<file path="src/hw/rtl/tql_pkg.sv">
// ----------------------------------------------------------------------------
// tql_pkg
// Shared types and constants for the tabular Q-learning update block.
// ----------------------------------------------------------------------------
package tql_pkg;

  localparam int NumActions   = 11;
  localparam int DistBuckets  = 6;
  localparam int HpBuckets    = 6;
  localparam int RoundBuckets = 3;
  localparam int QRows        = DistBuckets * HpBuckets * HpBuckets * RoundBuckets;
  localparam int QDepth       = QRows * NumActions;
  localparam int AddrW        = $clog2(QDepth);
  localparam int RowW         = $clog2(QRows);
  localparam int ActW         = 4;

  // configuration register indexes
  localparam logic [1:0] CfgPlayerMax = 2'd0;
  localparam logic [1:0] CfgEnemyMax  = 2'd1;
  localparam logic [1:0] CfgLearnRate = 2'd2;
  localparam logic [1:0] CfgDiscount  = 2'd3;

  // health percentage request to the divider
  typedef struct packed {
    logic        start;
    logic [21:0] dividend;  // h*100, h <= 32767
    logic [14:0] divisor;
  } div_req_t;

  typedef struct packed {
    logic        busy;
    logic        done;
    logic [21:0] quotient;
  } div_rsp_t;

endpackage

</file>
<file path="src/hw/rtl/tql_div.sv">
// ----------------------------------------------------------------------------
// tql_div
// Restoring divider: one quotient bit per cycle.
// ----------------------------------------------------------------------------
module tql_div
  import tql_pkg::*;
(
  input  logic     clk_i,
  input  logic     rst_ni,
  input  div_req_t req_i,
  output div_rsp_t rsp_o
);

  logic [21:0] quo_q, quo_d;
  logic [15:0] rem_q, rem_d;
  logic [14:0] dvs_q, dvs_d;
  logic [4:0]  cnt_q, cnt_d;
  logic        busy_q, busy_d, done_q, done_d;
  logic [15:0] trial;

  // shift one dividend bit in and try subtracting
  always_comb begin
    quo_d  = quo_q;
    rem_d  = rem_q;
    dvs_d  = dvs_q;
    cnt_d  = cnt_q;
    busy_d = busy_q;
    done_d = 1'b0;
    trial  = {rem_q[14:0], quo_q[21]};
    if (req_i.start) begin
      quo_d  = req_i.dividend;
      rem_d  = '0;
      dvs_d  = req_i.divisor;
      cnt_d  = 5'd21;
      busy_d = 1'b1;
    end else if (busy_q) begin
      if (trial >= {1'b0, dvs_q}) begin
        rem_d = trial - {1'b0, dvs_q};
        quo_d = {quo_q[20:0], 1'b1};
      end else begin
        rem_d = trial;
        quo_d = {quo_q[20:0], 1'b0};
      end
      if (cnt_q == '0) begin
        busy_d = 1'b0;
        done_d = 1'b1;
      end else begin
        cnt_d = cnt_q - 5'd1;
      end
    end
  end

  always_ff @(posedge clk_i or negedge rst_ni) begin
    if (!rst_ni) begin
      busy_q <= 1'b0;
      done_q <= 1'b0;
      cnt_q  <= '0;
    end else begin
      busy_q <= busy_d;
      done_q <= done_d;
      cnt_q  <= cnt_d;
    end
  end

  always_ff @(posedge clk_i) begin
    quo_q <= quo_d;
    rem_q <= rem_d;
    dvs_q <= dvs_d;
  end

  assign rsp_o.busy     = busy_q;
  assign rsp_o.done     = done_q;
  assign rsp_o.quotient = quo_q;

endmodule
</file>
<file path="config.mk">
export PLATFORM = sky130hd
export DESIGN_NAME = tql_div
export DESIGN_NICKNAME = d
export VERILOG_FILES = /design/src/hw/rtl/tql_pkg.sv /design/src/hw/rtl/tql_div.sv
export SDC_FILE = /design/constraint.sdc
export NUM_CORES = 1
export LEC_CHECK = 0
export BUFFER_PORTS_ARGS = -buffer_cell sky130_fd_sc_hd__buf_2
export CORE_MARGIN = 5
export CORE_UTILIZATION = 50
export DETAILED_ROUTE_END_ITERATION = 16
export HOLD_SLACK_MARGIN = 0.15
export PLACE_DENSITY = 0.7
export SLEW_MARGIN = 0
export SYNTH_ARGS = -nofsm -noshare
export SYNTH_HDL_FRONTEND = slang
export SYNTH_SLANG_ARGS = --single-unit
</file>
<file path="constraint.sdc">
create_clock -name clk_i -period 2.8 [get_ports clk_i]
set_clock_uncertainty 0.1 [all_clocks]
set_input_delay 0.42 -clock clk_i [delete_from_list [all_inputs] [get_ports clk_i]]
set_output_delay 0.42 -clock clk_i [all_outputs]
set_load 0.03 [all_outputs]
</file>
==> results.json <==
{
  "rows": 29,
  "wl_met1_um": 3080,
  "cts-root-buf": "clkbuf_8",
  "num_io_pins": 64,
  "rrSetupSlack_ps": 230,
  "whs_path_depth": 2,
  "yosysWarnings": 0,
  "hold_end": "cnt_q[3]",
  "async_flop_share_pct": 11.9,
  "synth_area_leaders": "edfxtp_1, dfxtp_1, mux2_2, ha_1, dfrtp_1",
  "cts.path.max_buffers": 2,
  "cellPowerDensity_nw_per_um2": 840,
  "crit_slowest_cell": "fa_1",
  "clock.fmax_ghz": 0.389,
  "track_usage_pct": 17.1,
  "cts.sinks": 59,
  "reg2reg_from": "quo_q[21]",
  "max_stage_delay_ps": 380,
  "first_pass_iters": 6,
  "rsz0062_at_grt": "false",
  "critPathLaunchType": "flip-flop",
  "hp-start": "req_i[37]",
  "worst_slack_ps": 231,
  "dpl.hpwl_um": 4630,
  "htree_levels": 3,
  "post_cts_buffers": 0,
  "crit_type": "reg2reg",
  "synth-seq-cells": 59,
  "dieArea_sq_um": 8310,
  "worstSetupEndpointType": "flip-flop",
  "highest_layer": "met5",
  "die_w_um": 91.2,
  "met2WireLength_um": 3270,
  "synth_common_cells": "edfxtp_1, nor2_1, nand2_1",
  "layout_min_cycle_time_ps": 2570,
  "coreArea_sq_um": 6390,
  "drv_cap": 0,
  "nFillCells": 544,
  "status": "finished, final reports clean",
  "relSlewSlack_pct": 42.6,
  "fin_crit_sh_pct": 91.7,
  "arrival_ps": 2690,
  "drive_gt1_share_pct": 29.9,
  "grt_antenna_before_repair": 1,
  "wl_per_cell_um": 14.6,
  "numPortBuffers": 63,
  "initial_core_util_pct": 51.6,
  "grt_max_degree": 55,
  "worstPathRequired_ps": 2920,
  "synth_area_sq_um": 3290,
  "hold_class": "in2reg",
  "slew_viol_final": 0,
  "grt-ovfl-total": 0,
  "setup_viol": 0,
  "path_cells": "inv_1 -> ha_1 -> fa_1 -> nand2b_1 -> o2bb2ai_1 -> a21oi_1 -> o21ai_1 -> nand2_2 -> nor3_1 -> or3_1",
  "seq_area_frac_synth_pct": 48.2,
  "drc": 0,
  "path_clk_slew_ps": 70,
  "grt_first_pass_wirelength_um": 11600,
  "gp_congestion": 0.882,
  "p_leak_nw": 1.67,
  "ys.flop_type": "edfxtp_1",
  "syn-num-nets": 362,
  "syn_area_per_cell_sq_um": 10.8,
  "ff2ff_path_depth": 10,
  "totalNegativeSetupSlack_ps": 0,
  "clk_latency_ps": 340,
  "crit_fanout": 15,
  "tritoncts": "built",
  "synth_edf_count": 37,
  "vias": 2435,
  "wirelength_um": 6760,
  "avgViaCountPerCell": 5.27,
  "synth_cell_types": 49,
  "post-synth-top-count-cell": "edfxtp_1",
  "synth_area_leader_cell": "edfxtp_1",
  "rr_endpoint": "rem_q[1]",
  "grt_pass1_vias": 2477,
  "syn_inst": 304,
  "worst_pin_slew_ps": 860,
  "ant_nets": 0,
  "hold_violations": 0,
  "vdd_drop_max_mv": 0.496,
  "post-place-ws_ps": 241,
  "cts_buffers": 9,
  "die_h_um": 91.2,
  "yosysTopAreaCellShare_pct": 33.7,
  "area_growth_pct": 20.4,
  "nNetsFinal": 438,
  "antenna_cells": 0,
  "wl_met3_um": 310,
  "drt_iter0_drc": 99,
  "p_total_mw": 3.33
}
==> state kept, by name, indices dropped and copies added, names as in the netlist <==
signal / count
dvs_q: 15
cnt_q: 5
busy_q: 1
done_q: 1
quo_q: 22
rem_q: 15
==> power by group <==
part           switching, mW  internal (mW)
clock network          0.354          0.315
logic                  0.811          0.634
registers              0.117           1.10
==> critical path, delay by kind of cell (launching register included) <==
kind	cells	cell delay, ps
compound gates	3	450
flops	1	340
simple gates	4	910
fa+ha+maj	2	600
buf+inv	1	50
==> what timing repair did <==
| item | CTS | global route |
|---|---|---|
| gates resized for setup | 0 | 0 |
| endpoints found under the hold margin | 22 | 0 |
| hold buffers | 16 | 0 |
==> per-layer routing <==
metal,vias to the layer above,global-route usage (%)
li1,1248,-
met3,10,5.79
met4,2,5.26
met5,-,0
met1,1126,21.8
met2,49,27.5
==> layout make-up <==
class	instances	area [sq um]	area share, %
sequential	59	1590	40.0
multi-input combinational	206	1540	38.7
timing repair buffer	82	498	12.6
clock buffer	9	124	3.12
tap	77	96.3	2.43
inverter	22	82.6	2.08
clock inverter	7	43.8	1.10
==> through the flow <==
stage / cells / utilization [%] / hold WS, ps / area, sq um
3_5_place_dp: 430 / 57.0 / 164 / 3640
4_1_cts: 462 / 62.1 / 227 / 3970
2_1_floorplan: 304 / - / 24.4 / 3290
6_report: 462 / 62.1 / 238 / 3970
5_1_grt: 462 / 62.1 / 239 / 3970
3_3_place_gp: 430 / 57.0 / 162 / 3640
==> how the worst max path moves through the flow <==
stage | start | to | slack [ps] | depth (start not counted)
after floorplan | quo_q[21] | rem_q[13] | 240 | 11
after global placement | quo_q[21] | rem_q[1] | 280 | 10
after detailed placement | dvs_q[11] | quo_q[0] | 240 | 8
after CTS | quo_q[21] | rem_q[1] | 230 | 10
after global routing | quo_q[21] | rem_q[13] | 10 | 10
final | quo_q[21] | rem_q[1] | 230 | 10
==> kinds of logic (layout without fill, tap and decap cells) <==
logic type               Yosys count  in the layout  share of synthesized area [%]
adder cells (fa/ha/maj)           18             18                           7.06
buffers and inverters             39            120                           5.24
multiplexers                      28             28                           9.38
AND/OR/NAND/NOR                   90             90                           13.1
flip-flops                        59             59                           48.2
XOR/XNOR                          13             13                           3.46
AO/OA/AOI/OAI                     57             57                           13.6
==> placed cells by master, fill, tap and decap left out, types with 4 or more instances in the layout <==
| cell type | count |
|---|---|
| edfxtp_1 | 37 |
| o21bai_1 | 5 |
| buf_2 | 63 |
| nand2b_1 | 6 |
| clkbuf_8 | 9 |
| mux2i_1 | 5 |
| mux2_2 | 23 |
| nor3_1 | 5 |
| nand2_1 | 26 |
| dfxtp_1 | 15 |
| a21oi_1 | 9 |
| a211oi_1 | 5 |
| ha_1 | 17 |
| dfrtp_1 | 7 |
| a311oi_2 | 5 |
| nor2_1 | 27 |
| dlygate4sd3_1 | 16 |
| a311oi_1 | 6 |
| nand4_1 | 4 |
| xor2_1 | 5 |
| o21ai_0 | 11 |
| inv_1 | 22 |
| xnor2_1 | 8 |
| nand3_1 | 5 |
Note: power is estimated with default switching activity, not from simulation.
